`src/rtl/core/lszc_pkg.sv`:
```
// Shared types, widths and codes for the lidar sector zone classifier.
`default_nettype none
package lszc_pkg;

   // Field widths
   localparam int ANGLE_W  = 9;
   localparam int RANGE_W  = 16;
   localparam int DIST_W   = 16;
   localparam int SUM_W    = 22;
   localparam int ZONE_W   = 3;
   localparam int STATE_W  = 3;
   localparam int CSR_IDX_W = 3;

   // Geometry
   localparam int SECTOR_COUNT        = 3;
   localparam int SECTOR_SAMPLES_DEF  = 40;
   localparam int FULL_TURN           = 360;
   localparam int RSP_FIFO_DEPTH      = 4;

   // Saturation ceiling of a sector accumulator
   localparam logic [SUM_W-1:0] SUM_MAX = {SUM_W{1'b1}};

   // Register indexes on the csr port
   localparam logic [CSR_IDX_W-1:0] CSR_WALL_DIST    = 3'd0;
   localparam logic [CSR_IDX_W-1:0] CSR_START_ANGLE  = 3'd1;
   localparam logic [CSR_IDX_W-1:0] CSR_WIDE_MARGIN  = 3'd2;
   localparam logic [CSR_IDX_W-1:0] CSR_IDEAL_MARGIN = 3'd3;
   localparam logic [CSR_IDX_W-1:0] CSR_OUTER_MARGIN = 3'd4;

   // Register reset values
   localparam logic [DIST_W-1:0]  WALL_DIST_RST    = 16'd500;
   localparam logic [ANGLE_W-1:0] START_ANGLE_RST  = 9'd350;
   localparam logic [DIST_W-1:0]  WIDE_MARGIN_RST  = 16'd100;
   localparam logic [DIST_W-1:0]  IDEAL_MARGIN_RST = 16'd30;
   localparam logic [DIST_W-1:0]  OUTER_MARGIN_RST = 16'd80;

   // Distance band of the forward and left sectors
   typedef enum logic [ZONE_W-1:0] {
      ZONE_COLLISION   = 3'd0,
      ZONE_CLOSE       = 3'd1,
      ZONE_IDEAL       = 3'd2,
      ZONE_SLIGHT_FAR  = 3'd3,
      ZONE_FAR         = 3'd4
   } zone_type;

   // Front-left sector band
   typedef enum logic [ZONE_W-1:0] {
      SIDE_NOT_FAR = 3'd1,
      SIDE_FAR     = 3'd3
   } side_type;

   // Robot state codes
   typedef enum logic [STATE_W-1:0] {
      ST_HEAD_ON      = 3'd0,
      ST_PARALLEL_HIT = 3'd1,
      ST_CORNER_AHEAD = 3'd2,
      ST_EDGE         = 3'd3,
      ST_NEAR         = 3'd4,
      ST_IDEAL        = 3'd5,
      ST_TOO_FAR      = 3'd6
   } state_type;

   // One classified scan
   typedef struct packed {
      state_type robot_state;
      zone_type  forward_zone;
      side_type  front_left_zone;
      zone_type  left_zone;
   } rsp_type;

   // Scan ends still in flight ahead of the result queue
   typedef struct packed {
      logic in_last;
      logic snap_last;
   } accum_status_type;

   typedef logic [SECTOR_COUNT-1:0][SUM_W-1:0] sums_type;

endpackage
`default_nettype wire

```
`src/rtl/core/lszc_accum.sv`:
```
// Input register, sector decode and saturating per-sector accumulation.
`default_nettype none
module lszc_accum
   import lszc_pkg::*;
#(
   parameter int SECTOR_SAMPLES = SECTOR_SAMPLES_DEF
) (
   input  wire                   clock,
   input  wire                   reset,
   input  wire                   in_take,
   input  wire [ANGLE_W-1:0]     in_angle,
   input  wire [RANGE_W-1:0]     in_range,
   input  wire                   in_last,
   input  wire [ANGLE_W-1:0]     start_angle,
   output sums_type              snap_sums,
   output logic                  snap_valid,
   output accum_status_type      status
);

   localparam int BOUND_W = ANGLE_W + 1;
   localparam logic [BOUND_W-1:0] BOUND0 = BOUND_W'(SECTOR_SAMPLES);
   localparam logic [BOUND_W-1:0] BOUND1 = BOUND_W'(2 * SECTOR_SAMPLES);
   localparam logic [BOUND_W-1:0] BOUND2 = BOUND_W'(3 * SECTOR_SAMPLES);
   localparam logic [ANGLE_W-1:0] TURN   = ANGLE_W'(FULL_TURN);

   // Input register
   logic                 in_valid_ff;
   logic [ANGLE_W-1:0]   angle_ff;
   logic [RANGE_W-1:0]   range_ff;
   logic                 last_ff;

   // Running sums and the snapshot taken at scan end
   sums_type             sums_ff, sums_in;
   sums_type             snap_ff, snap_in;
   logic                 snap_valid_ff;

   logic [ANGLE_W-1:0]   base;
   logic [ANGLE_W-1:0]   offset;
   logic [BOUND_W-1:0]   offset_x;
   logic                 in_range_ok;
   logic [SECTOR_COUNT-1:0] hit;
   sums_type             added;
   logic [SUM_W:0]       wide_sum;

   always_ff @(posedge clock) begin
      if (reset) begin
         in_valid_ff <= 1'b0;
      end else begin
         in_valid_ff <= in_take;
      end
      if (in_take) begin
         angle_ff <= in_angle;
         range_ff <= in_range;
         last_ff  <= in_last;
      end
   end

   // Sector decode: offset from the start angle, modulo a full turn
   always_comb begin
      base        = (start_angle >= TURN) ? start_angle - TURN : start_angle;
      in_range_ok = (angle_ff < TURN);
      offset      = (angle_ff >= base) ? angle_ff - base : angle_ff + (TURN - base);
      offset_x    = BOUND_W'(offset);
      hit[0] = in_valid_ff && in_range_ok && (offset_x < BOUND0);
      hit[1] = in_valid_ff && in_range_ok && (offset_x >= BOUND0) && (offset_x < BOUND1);
      hit[2] = in_valid_ff && in_range_ok && (offset_x >= BOUND1) && (offset_x < BOUND2);
   end

   // Saturating add into the hit sector; scan end moves sums to the snapshot
   always_comb begin
      wide_sum = '0;
      for (int k = 0; k < SECTOR_COUNT; k++) begin
         wide_sum = {1'b0, sums_ff[k]} + (SUM_W + 1)'(range_ff);
         if (hit[k]) begin
            added[k] = wide_sum[SUM_W] ? SUM_MAX : wide_sum[SUM_W-1:0];
         end else begin
            added[k] = sums_ff[k];
         end
      end
      if (in_valid_ff && last_ff) begin
         sums_in = '0;
         snap_in = added;
      end else begin
         sums_in = added;
         snap_in = snap_ff;
      end
   end

   always_ff @(posedge clock) begin
      if (reset) begin
         sums_ff       <= '0;
         snap_valid_ff <= 1'b0;
      end else begin
         sums_ff       <= sums_in;
         snap_valid_ff <= in_valid_ff && last_ff;
      end
      snap_ff <= snap_in;
   end

   assign snap_sums        = snap_ff;
   assign snap_valid       = snap_valid_ff;
   assign status.in_last   = in_valid_ff && last_ff;
   assign status.snap_last = snap_valid_ff;

endmodule
`default_nettype wire

```
`src/rtl/core/lszc_classify.sv`:
```
// Threshold registers, distance band compares and robot state mapping.
`default_nettype none
module lszc_classify
   import lszc_pkg::*;
#(
   parameter int SECTOR_SAMPLES = SECTOR_SAMPLES_DEF
) (
   input  wire               clock,
   input  wire [DIST_W-1:0]  wall_dist,
   input  wire [DIST_W-1:0]  wide_margin,
   input  wire [DIST_W-1:0]  ideal_margin,
   input  wire [DIST_W-1:0]  outer_margin,
   input  wire sums_type     sums,
   output rsp_type           result
);

   localparam int SW     = $clog2(SECTOR_SAMPLES + 1);
   localparam int DIFF_W = DIST_W + 2;
   localparam int PROD_W = DIFF_W + SW + 1;
   localparam int CMP_W  = (PROD_W > SUM_W + 1) ? PROD_W : SUM_W + 1;
   localparam logic signed [SW:0] S_SGN = (SW + 1)'(SECTOR_SAMPLES);

   logic signed [DIFF_W-1:0] d_minus_w, d_minus_i, d_plus_i, d_plus_o, d_plus_w;
   logic signed [CMP_W-1:0]  lim_coll_ff, lim_close_ff, lim_ideal_ff, lim_slight_ff;
   logic signed [CMP_W-1:0]  lim_side_ff;
   logic signed [CMP_W-1:0]  lim_coll_in, lim_close_in, lim_ideal_in, lim_slight_in;
   logic signed [CMP_W-1:0]  lim_side_in;
   zone_type                 fwd, lft;
   side_type                 side;
   state_type                state;

   // Band edges scaled by the sector width, recomputed from the registers
   always_comb begin
      d_minus_w = $signed({2'b00, wall_dist}) - $signed({2'b00, wide_margin});
      d_minus_i = $signed({2'b00, wall_dist}) - $signed({2'b00, ideal_margin});
      d_plus_i  = $signed({2'b00, wall_dist}) + $signed({2'b00, ideal_margin});
      d_plus_o  = $signed({2'b00, wall_dist}) + $signed({2'b00, outer_margin});
      d_plus_w  = $signed({2'b00, wall_dist}) + $signed({2'b00, wide_margin});
      lim_coll_in   = CMP_W'(d_minus_w) * CMP_W'(S_SGN);
      lim_close_in  = CMP_W'(d_minus_i) * CMP_W'(S_SGN);
      lim_ideal_in  = CMP_W'(d_plus_i) * CMP_W'(S_SGN);
      lim_slight_in = CMP_W'(d_plus_o) * CMP_W'(S_SGN);
      lim_side_in   = CMP_W'(d_plus_w) * CMP_W'(S_SGN);
   end

   always_ff @(posedge clock) begin
      lim_coll_ff   <= lim_coll_in;
      lim_close_ff  <= lim_close_in;
      lim_ideal_ff  <= lim_ideal_in;
      lim_slight_ff <= lim_slight_in;
      lim_side_ff   <= lim_side_in;
   end

   function automatic logic signed [CMP_W-1:0] widen(input logic [SUM_W-1:0] s);
      return $signed({(CMP_W - SUM_W)'(0), s});
   endfunction

   // First band that holds wins
   function automatic zone_type band(input logic [SUM_W-1:0] s);
      logic signed [CMP_W-1:0] v;
      v = widen(s);
      if (v <= lim_coll_ff) begin
         return ZONE_COLLISION;
      end else if (v < lim_close_ff) begin
         return ZONE_CLOSE;
      end else if (v <= lim_ideal_ff) begin
         return ZONE_IDEAL;
      end else if (v <= lim_slight_ff) begin
         return ZONE_SLIGHT_FAR;
      end else begin
         return ZONE_FAR;
      end
   endfunction

   always_comb begin
      fwd  = band(sums[0]);
      lft  = band(sums[2]);
      side = (widen(sums[1]) > lim_side_ff) ? SIDE_FAR : SIDE_NOT_FAR;
   end

   // Zone triple to robot state
   always_comb begin
      case (fwd)
         ZONE_COLLISION: state = ST_HEAD_ON;
         ZONE_FAR: begin
            if (lft == ZONE_COLLISION) begin
               state = ST_PARALLEL_HIT;
            end else if (side == SIDE_FAR) begin
               state = (lft == ZONE_SLIGHT_FAR || lft == ZONE_FAR) ? ST_TOO_FAR : ST_IDEAL;
            end else begin
               state = (lft == ZONE_SLIGHT_FAR || lft == ZONE_FAR) ? ST_EDGE : ST_NEAR;
            end
         end
         default: state = ST_CORNER_AHEAD;
      endcase
   end

   assign result.robot_state     = state;
   assign result.forward_zone    = fwd;
   assign result.front_left_zone = side;
   assign result.left_zone       = lft;

endmodule
`default_nettype wire

```
`src/rtl/core/lszc_fifo.sv`:
```
// Small result queue that decouples the pipeline from the receiver.
`default_nettype none
module lszc_fifo
   import lszc_pkg::*;
#(
   parameter int WIDTH = 12,
   parameter int DEPTH = RSP_FIFO_DEPTH
) (
   input  wire                        clock,
   input  wire                        reset,
   input  wire                        wr_en,
   input  wire  [WIDTH-1:0]           wr_data,
   input  wire                        rd_en,
   output logic [WIDTH-1:0]           rd_data,
   output logic                       not_empty,
   output logic [$clog2(DEPTH+1)-1:0] count
);

   localparam int PTR_W = (DEPTH > 1) ? $clog2(DEPTH) : 1;
   localparam int CNT_W = $clog2(DEPTH + 1);
   localparam logic [PTR_W-1:0] LAST = PTR_W'(DEPTH - 1);

   logic [WIDTH-1:0] mem_ff [DEPTH];
   logic [PTR_W-1:0] wr_ptr_ff, rd_ptr_ff;
   logic [CNT_W-1:0] count_ff;

   always_ff @(posedge clock) begin
      if (reset) begin
         wr_ptr_ff <= '0;
         rd_ptr_ff <= '0;
         count_ff  <= '0;
      end else begin
         if (wr_en) begin
            wr_ptr_ff <= (wr_ptr_ff == LAST) ? '0 : wr_ptr_ff + 1'b1;
         end
         if (rd_en) begin
            rd_ptr_ff <= (rd_ptr_ff == LAST) ? '0 : rd_ptr_ff + 1'b1;
         end
         case ({wr_en, rd_en})
            2'b10:   count_ff <= count_ff + 1'b1;
            2'b01:   count_ff <= count_ff - 1'b1;
            default: count_ff <= count_ff;
         endcase
      end
      if (wr_en) begin
         mem_ff[wr_ptr_ff] <= wr_data;
      end
   end

   assign rd_data   = mem_ff[rd_ptr_ff];
   assign not_empty = (count_ff != '0);
   assign count     = count_ff;

endmodule
`default_nettype wire

```
`src/rtl/core/lidar_sector_zone_classifier.sv`:
```
// Lidar sector zone classifier: configuration registers and top level.
//
// Usage:
//  - req channel carries one range sample (angle, range, scan_end) per transfer.
//    Samples in the forward, front-left and left sectors, each SECTOR_SAMPLES
//    degrees wide from start_angle, are summed with saturation.
//  - A sample with scan_end set closes the scan: it is summed first, then one
//    rsp transfer carries the robot state and the three zone codes, and the
//    sums restart from zero. Other samples produce no result.
//  - csr port: write-only registers, taken on every cycle csr_wr_en is high;
//    write them only while no sample is still in flight.
//  - Throughput: one sample per cycle while req_stall is low. A result is
//    offered on rsp once its scan-end sample has passed the input register,
//    the accumulate/snapshot register and then the result queue.
//  - rsp_stall holds results in a four-entry queue; req_stall rises once the
//    queue plus the scan ends in the two pipeline stages would fill it.
//  - Reset (synchronous) clears sums, pipeline valids and the queue and
//    loads the register defaults.
`default_nettype none
module lidar_sector_zone_classifier
   import lszc_pkg::*;
#(
   parameter int SECTOR_SAMPLES = SECTOR_SAMPLES_DEF
) (
   input  wire                  clock,
   input  wire                  reset,
   // Sample input
   input  wire                  req_valid,
   output logic                 req_stall,
   input  wire  [ANGLE_W-1:0]   req_angle_deg,
   input  wire  [RANGE_W-1:0]   req_range_mm,
   input  wire                  req_scan_end,
   // Result output
   output logic                 rsp_valid,
   input  wire                  rsp_stall,
   output logic [STATE_W-1:0]   rsp_robot_state,
   output logic [ZONE_W-1:0]    rsp_forward_zone,
   output logic [ZONE_W-1:0]    rsp_front_left_zone,
   output logic [ZONE_W-1:0]    rsp_left_zone,
   // Register writes
   input  wire                  csr_wr_en,
   input  wire  [CSR_IDX_W-1:0] csr_addr,
   input  wire  [DIST_W-1:0]    csr_wdata
);

   localparam int CNT_W = $clog2(RSP_FIFO_DEPTH + 1);
   localparam int OCC_W = CNT_W + 1;

   // Configuration registers
   logic [DIST_W-1:0]  wall_dist_ff;
   logic [ANGLE_W-1:0] start_angle_ff;
   logic [DIST_W-1:0]  wide_margin_ff;
   logic [DIST_W-1:0]  ideal_margin_ff;
   logic [DIST_W-1:0]  outer_margin_ff;

   logic               req_take;
   logic               rsp_take;
   sums_type           snap_sums;
   logic               snap_valid;
   accum_status_type   status;
   rsp_type            result;
   rsp_type            head;
   logic [CNT_W-1:0]   q_count;
   logic [OCC_W-1:0]   occupancy;

   always_ff @(posedge clock) begin
      if (reset) begin
         wall_dist_ff    <= WALL_DIST_RST;
         start_angle_ff  <= START_ANGLE_RST;
         wide_margin_ff  <= WIDE_MARGIN_RST;
         ideal_margin_ff <= IDEAL_MARGIN_RST;
         outer_margin_ff <= OUTER_MARGIN_RST;
      end else if (csr_wr_en) begin
         case (csr_addr)
            CSR_WALL_DIST:    wall_dist_ff    <= csr_wdata;
            CSR_START_ANGLE:  start_angle_ff  <= csr_wdata[ANGLE_W-1:0];
            CSR_WIDE_MARGIN:  wide_margin_ff  <= csr_wdata;
            CSR_IDEAL_MARGIN: ideal_margin_ff <= csr_wdata;
            CSR_OUTER_MARGIN: outer_margin_ff <= csr_wdata;
            default: ;
         endcase
      end
   end

   // Stall when queued plus in-flight results could overrun the queue
   always_comb begin
      occupancy = OCC_W'(q_count) + OCC_W'(status.in_last) + OCC_W'(status.snap_last);
      req_stall = (occupancy >= OCC_W'(RSP_FIFO_DEPTH));
   end

   assign req_take = req_valid && !req_stall;
   assign rsp_take = rsp_valid && !rsp_stall;

   lszc_accum #(
      .SECTOR_SAMPLES (SECTOR_SAMPLES)
   ) u_accum (
      .clock       (clock),
      .reset       (reset),
      .in_take     (req_take),
      .in_angle    (req_angle_deg),
      .in_range    (req_range_mm),
      .in_last     (req_scan_end),
      .start_angle (start_angle_ff),
      .snap_sums   (snap_sums),
      .snap_valid  (snap_valid),
      .status      (status)
   );

   lszc_classify #(
      .SECTOR_SAMPLES (SECTOR_SAMPLES)
   ) u_classify (
      .clock        (clock),
      .wall_dist    (wall_dist_ff),
      .wide_margin  (wide_margin_ff),
      .ideal_margin (ideal_margin_ff),
      .outer_margin (outer_margin_ff),
      .sums         (snap_sums),
      .result       (result)
   );

   lszc_fifo #(
      .WIDTH ($bits(rsp_type)),
      .DEPTH (RSP_FIFO_DEPTH)
   ) u_fifo (
      .clock     (clock),
      .reset     (reset),
      .wr_en     (snap_valid),
      .wr_data   (result),
      .rd_en     (rsp_take),
      .rd_data   (head),
      .not_empty (rsp_valid),
      .count     (q_count)
   );

   assign rsp_robot_state     = head.robot_state;
   assign rsp_forward_zone    = head.forward_zone;
   assign rsp_front_left_zone = head.front_left_zone;
   assign rsp_left_zone       = head.left_zone;

endmodule
`default_nettype wire
```
`config.mk`:
```
export PLATFORM = sky130hd
export DESIGN_NAME = lidar_sector_zone_classifier
export DESIGN_NICKNAME = d
export VERILOG_FILES = /design/src/rtl/core/lszc_pkg.sv /design/src/rtl/core/lszc_accum.sv /design/src/rtl/core/lszc_classify.sv /design/src/rtl/core/lszc_fifo.sv /design/src/rtl/core/lidar_sector_zone_classifier.sv
export SDC_FILE = /design/constraint.sdc
export NUM_CORES = 1
export LEC_CHECK = 0
export ABC_CLOCK_PERIOD_IN_PS = 8100
export BUFFER_PORTS_ARGS = -buffer_cell sky130_fd_sc_hd__buf_2
export CORE_MARGIN = 1.5
export CORE_UTILIZATION = 55
export DETAILED_ROUTE_END_ITERATION = 12
export PLACE_DENSITY_LB_ADDON = 0.05
export SETUP_SLACK_MARGIN = 0.1
export SLEW_MARGIN = 10
export SYNTH_ARGS = -nofsm -noshare
export SYNTH_HDL_FRONTEND = slang
export SYNTH_HIERARCHICAL = 1
export SYNTH_SLANG_ARGS = --single-unit
```
`constraint.sdc`:
```
create_clock -name clock -period 8.1 [get_ports clock]
set_input_delay 1.62 -clock clock [delete_from_list [all_inputs] [get_ports clock]]
set_output_delay 1.62 -clock clock [all_outputs]
set_load 0.1 [all_outputs]
```
* Word level (Yosys, flattened, before mapping) *
Memory sizes are Yosys's and may differ from the RTL's. A register that Yosys moved wholly into a read port is not among the register bits.
Cells that the tools add are included.

word-level totals
  register bits after elaboration = 350
  memory bits (writable) = 44
  bits of input ports = 50
  output and inout port bits = 14
  memories kept = 1

memory list
  name           depth  bits a word  read ports  clocked after memory_dff  wr ports  line             source
  u_fifo.mem_ff  4      11           1           1                         1         lszc_fifo.sv:23  logic [WIDTH-1:0] mem_ff [DEPTH];

cells by class
  add/sub/neg operators = 18
  $mul = 5
  order comparisons = 18
  eq/ne operators = 12
  multiplexer cells = 29
  reductions and logical operators = 23

operator list
  cell                   number
  $le 23x25->1           6
  $mux 22                6
  $add 22x16->23         3
  $mul 18x4->22 const B  3
  $add 16x16->17         3
  $lt 23x25->1           2
  $mul 17x4->21 const B  2
  $sub 16x16->17         2
  $mux 3                 11
  $gt 23x25->1           1
  $lt 9x7->1 const B     2
  $mux 9                 2
  $eq 3x2->1 const B     4
  $mux 2                 6
  $pmux 3 s2             2
  $reduce_and 2->1       5
  $add 9x9->9            1
  $eq 3x3->1 const B     3
  $ge 9x6->1 const B     1
  $ge 9x7->1 const B     1
  $ge 9x9->1             1
  $ge 9x9->1 const B     1
  $logic_and 1x1->1      9
  $logic_not 3->1        3
  other kinds (20)       25

* Depth between registers and ports, before layout *
  word-level depth = 11
  gate-level depth with buffers = 22
  depth with buffers taken out = 20

* Cells and area by module *
Netlist, hierarchy kept.

modules (own cells, without submodules)
  module                        instances  cells an instance  area an instance (sq um)  sequential area each (sq um)
  lszc_classify                 1          1667               14032.2                   2001.9
  lszc_accum                    1          939                9430.3                    4124.0
  lidar_sector_zone_classifier  1          277                2952.8                    1461.4
  lszc_fifo                     1          105                2168.3                    1621.6

* Worst setup path before layout *
No wires, ideal clock.

  path type = reg-to-reg
  start = register start_angle_ff[3]
  end = register u_accum.snap_ff (netlist bit u_accum/snap_sums[61]) (data pin)
  arrival = 4282 ps
  setup slack = 3556 ps
  cell stages (with the launch flop) = 22
  buffers on the path = 2
  path through = dfxtp_1 > inv_1 > ha_1 > and3b_1 > a211o_1 > and3_1 > buf_2 > nor3_1 > or2_1 > inv_1 > ha_1 > nor2_1 > a21oi_1 > a21o_1 > and2_1 > nor2b_1 > a311o_1 > a311oi_1 > o22ai_4 > buf_6 > nand3_1 > mux2_1

RTL lines
  element                   line                                source
  start: declaration        lidar_sector_zone_classifier.sv:51  logic [ANGLE_W-1:0] start_angle_ff;
  start signal: assignment  lidar_sector_zone_classifier.sv:76  CSR_START_ANGLE: start_angle_ff <= csr_wdata[ANGLE_W-1:0];
  end signal: assignment    lszc_accum.sv:97                    snap_ff <= snap_in;
  end: declaration          lszc_accum.sv:34                    sums_type snap_ff, snap_in;

==> results.cfg <==
[placement]
io_buffers = 63
hpwl_um = 59600
place_inst = 3660
place_area_sq_mm = 0.0294
place_ws_ns = 2.82
gp_congestion = 0.932

[clocking]
cts_tree = yes
h-tree-depth = 2
clock_latency_ns = 0.59
clkTransAtPathRegs_ns = 0.06
postCtsHoldBufs = 0
clock_path_buffers = 3
cts_buffers = 46
clkSinkCount = 390
ctsResizeCount = 0
cts.repair_timing.setup_buffer_count = 0
cts_root_buf = clkbuf_16

[global_routing]
grtUsageTotal_pct = 28.3
grt_pass1_vias = 21836
antenna_found_initial = 0
grt_first_pass_wirelength_um = 118000
grt_max_degree = 85
grt_overflow = 0

[detailed_routing]
routed-via-count = 22440
wire_per_inst_um = 20.2
antenna_left = 0
viasPerCell = 5.99
drtIter0Drc = 1231
firstDrtPassIters = 7
drc_errors = 0
wl_um = 75500

[power_and_ir_drop]
power_mw = 6.41
vdd_drop_max_v = 0.000165
powerDensity_mw_per_mm2 = 206
p_leak_nw = 14.1

[yosys]
yosysTopAreaCellShare_pct = 20.9
yosysWarnings = 6
synth.cell_area_sq_mm = 0.0286
synth.yosys.seq_area_share_pct = 32.2
synth_edf_count = 140
synth.largest_area_cell = ha_1
synthesis.nets = 3536
netlist_instances = 2988
avgSynthCellArea_sq_um = 9.57
ys_types = 106
ys.flop_type = dfxtp_1
synthTopCellsByArea = ha_1 21%, dfxtp_1 18%, edfxtp_1 15%
async_reset_ff_share_pct = 0
ys_seq_elements = 390

[cells_and_area]
fillCellCount = 4385
areaGrowthSynthToFinish_pct = 8.75
final_area_sq_mm = 0.0311
utilization_pct = 60.6
final_cell_mix = 478 x ha_1, 250 x dfxtp_1, 248 x inv_1, 216 x a21oi_1, 197 x nor2_1
stdcell_count = 3744
finalNetCount = 3576
drive_gt1_share_pct = 7.11
antenna_cells = 0
final_common_cell = ha_1

[critical_path]
crit_family = compound AO/OA/AOI/OAI gates
crit_chain = inv_1 > ha_1 > and3b_1 > a211o_1 > nand2_1 > nor2_1 > xor2_1 > ha_1 > inv_1 > ha_1 > a21o_1 > o31a_1 > or4b_4 > o22ai_4 > buf_4 > mux2_2
crit_top_cell = ha_1
worstSetupStartpointType = register
r2r_end = u_accum/snap_sums[46]$_DFFE_PP_
crit_required_ns = 8.43
crit_type = reg -> reg
ff2ff_path_depth = 16
crit_buf_inv = 3
cpMaxStageDelayCell = o22ai_4
cpPeakStageDelay_ns = 0.72
ff2ff_setup_slack_ns = 2.77
cp-end-kind = register
r2r_start = start_angle_ff[3]$_SDFFE_PP1P_
crit_fanout = 33
arrival_ns = 5.67

[floorplanning]
core_sq_mm = 0.0513
die_w_um = 231
row_count = 83
ioPinCount = 64
die_y_um = 231
die_area_sq_mm = 0.0533
start_util_pct = 55.7

[sta]
setup_violations = 0
setup_tns_ns = 0
worstMarginPinSlew_ns = 1.27
fin_ws_ns = 2.77
period_share_pct = 65.8
slew_headroom_pct = 14.2
finalHoldViolations = 0
finClkSkew_ns = 0.0216
layout_min_cycle_time_ns = 5.33
rsz0062_at_grt = false
hold_ws_ns = 0.486
fmax_mhz = 188
finalMaxSlewViolations = 0

[run_status]
status = complete, no violations

[hold_path]
min_path_cells = 2
min-delay-path-class = reg -> reg
min_from = outer_margin_ff[8]$_SDFFE_PP0P_
hold_end = outer_margin_ff[8]$_SDFFE_PP0P_

[run]
cap_violations = 0
layout make-up:
cell class                 count  area, sq um  share of cell area, %
timing repair buffer          71          375                   1.21
inverter                     248          931                   2.99
clock buffer                  54         1220                   3.93
clock inverter                30          415                   1.34
sequential                   390         9210                   29.6
tap                          680          851                   2.74
multi-input combinational   2271        18100                   58.2
sequential cells by signal, summed over array words and instances, names as in the netlist, 3 cells and up, named ones only:
register and cells:
ideal_margin_ff 16, outer_margin_ff 16, start_angle_ff 9, u_accum/angle_ff 9, u_accum/range_ff 16, u_accum/snap_sums 66, u_accum/sums_ff 66, u_classify/lim_close_ff 21
u_classify/lim_coll_ff 21, u_classify/lim_ideal_ff 19, u_classify/lim_side_ff 19, u_classify/lim_slight_ff 20, u_fifo/count 3, u_fifo/mem_ff 48, wall_dist_ff 16, wide_margin_ff 16
report_power, final:
part           switching (mW)  internal, mW
Combinational            1.11         0.734
Sequential              0.111          2.24
Clock                   0.879          1.35
Total                    2.09          4.32
worst min-delay path, delay by kind of cell, from the launching register on:
family | cells | cell delay (ns)
flip-flops | 1 | 0.31
AND/OR/NAND/NOR | 1 | 0.07
multiplexers | 1 | 0.06
routing by layer:
layer	track usage [%]	vias to the layer above	share of wire, %	routed length (um)
li1	-	11009	-	-
met1	37.7	10786	46	34400
met2	48.1	536	47	35600
met3	3.71	109	4.9	3720
met4	7.35	0	2.4	1820
met5	0	-	0	0
cells by family after synthesis:
family,share of synthesized area (%)
AO/OA/AOI/OAI,17.2
XOR/XNOR,5.29
flip-flops,32.2
buffers and inverters,4.56
other,0.0263
multiplexers,4.28
AND/OR/NAND/NOR,14.1
adder cells (fa/ha/maj),22.4
cell usage after synthesis, types with 8 or more instances:
library cell and number:
nand3_1 43, o31ai_1 10, a21boi_0 8, and4_1 9, xor2_1 44, buf_2 24
o31a_1 14, nor4_1 10, nor2_1 198, nor3_1 66, xnor2_1 126, inv_1 248
a211oi_1 35, or3_1 18, and3_1 25, mux2i_1 82, and2_1 31, a21oi_1 216
a21o_1 77, o21bai_1 22, fa_1 20, clkbuf_1 43, ha_1 478, mux4_2 10
or2_2 17, nand2b_1 104, nand4_1 40, a311oi_1 33, nand2_1 108, a31oi_1 58
o21ai_0 92, o2111ai_1 8, o21a_1 52, o211ai_1 15, nor2b_1 42, edfxtp_1 140
dfxtp_1 250
worst max path at each step:
stage / startpoint / to / slack [ns] / cells past startpoint
2_1_floorplan: start_angle_ff[3]$_SDFFE_PP1P_ / u_accum/snap_sums[61]$_DFFE_PP_ / 3.56 / 21
4_1_cts: start_angle_ff[3]$_SDFFE_PP1P_ / u_accum/snap_sums[43]$_DFFE_PP_ / 2.78 / 20
3_3_place_gp: start_angle_ff[4]$_SDFFE_PP1P_ / u_accum/snap_sums[45]$_DFFE_PP_ / 2.93 / 16
6_report: start_angle_ff[3]$_SDFFE_PP1P_ / u_accum/snap_sums[46]$_DFFE_PP_ / 2.77 / 16
5_1_grt: start_angle_ff[3]$_SDFFE_PP1P_ / u_accum/snap_sums[43]$_DFFE_PP_ / 2.40 / 20
3_5_place_dp: start_angle_ff[3]$_SDFFE_PP1P_ / u_accum/snap_sums[43]$_DFFE_PP_ / 2.82 / 20
No activity file was read; power rests on OpenSTA's default activity.
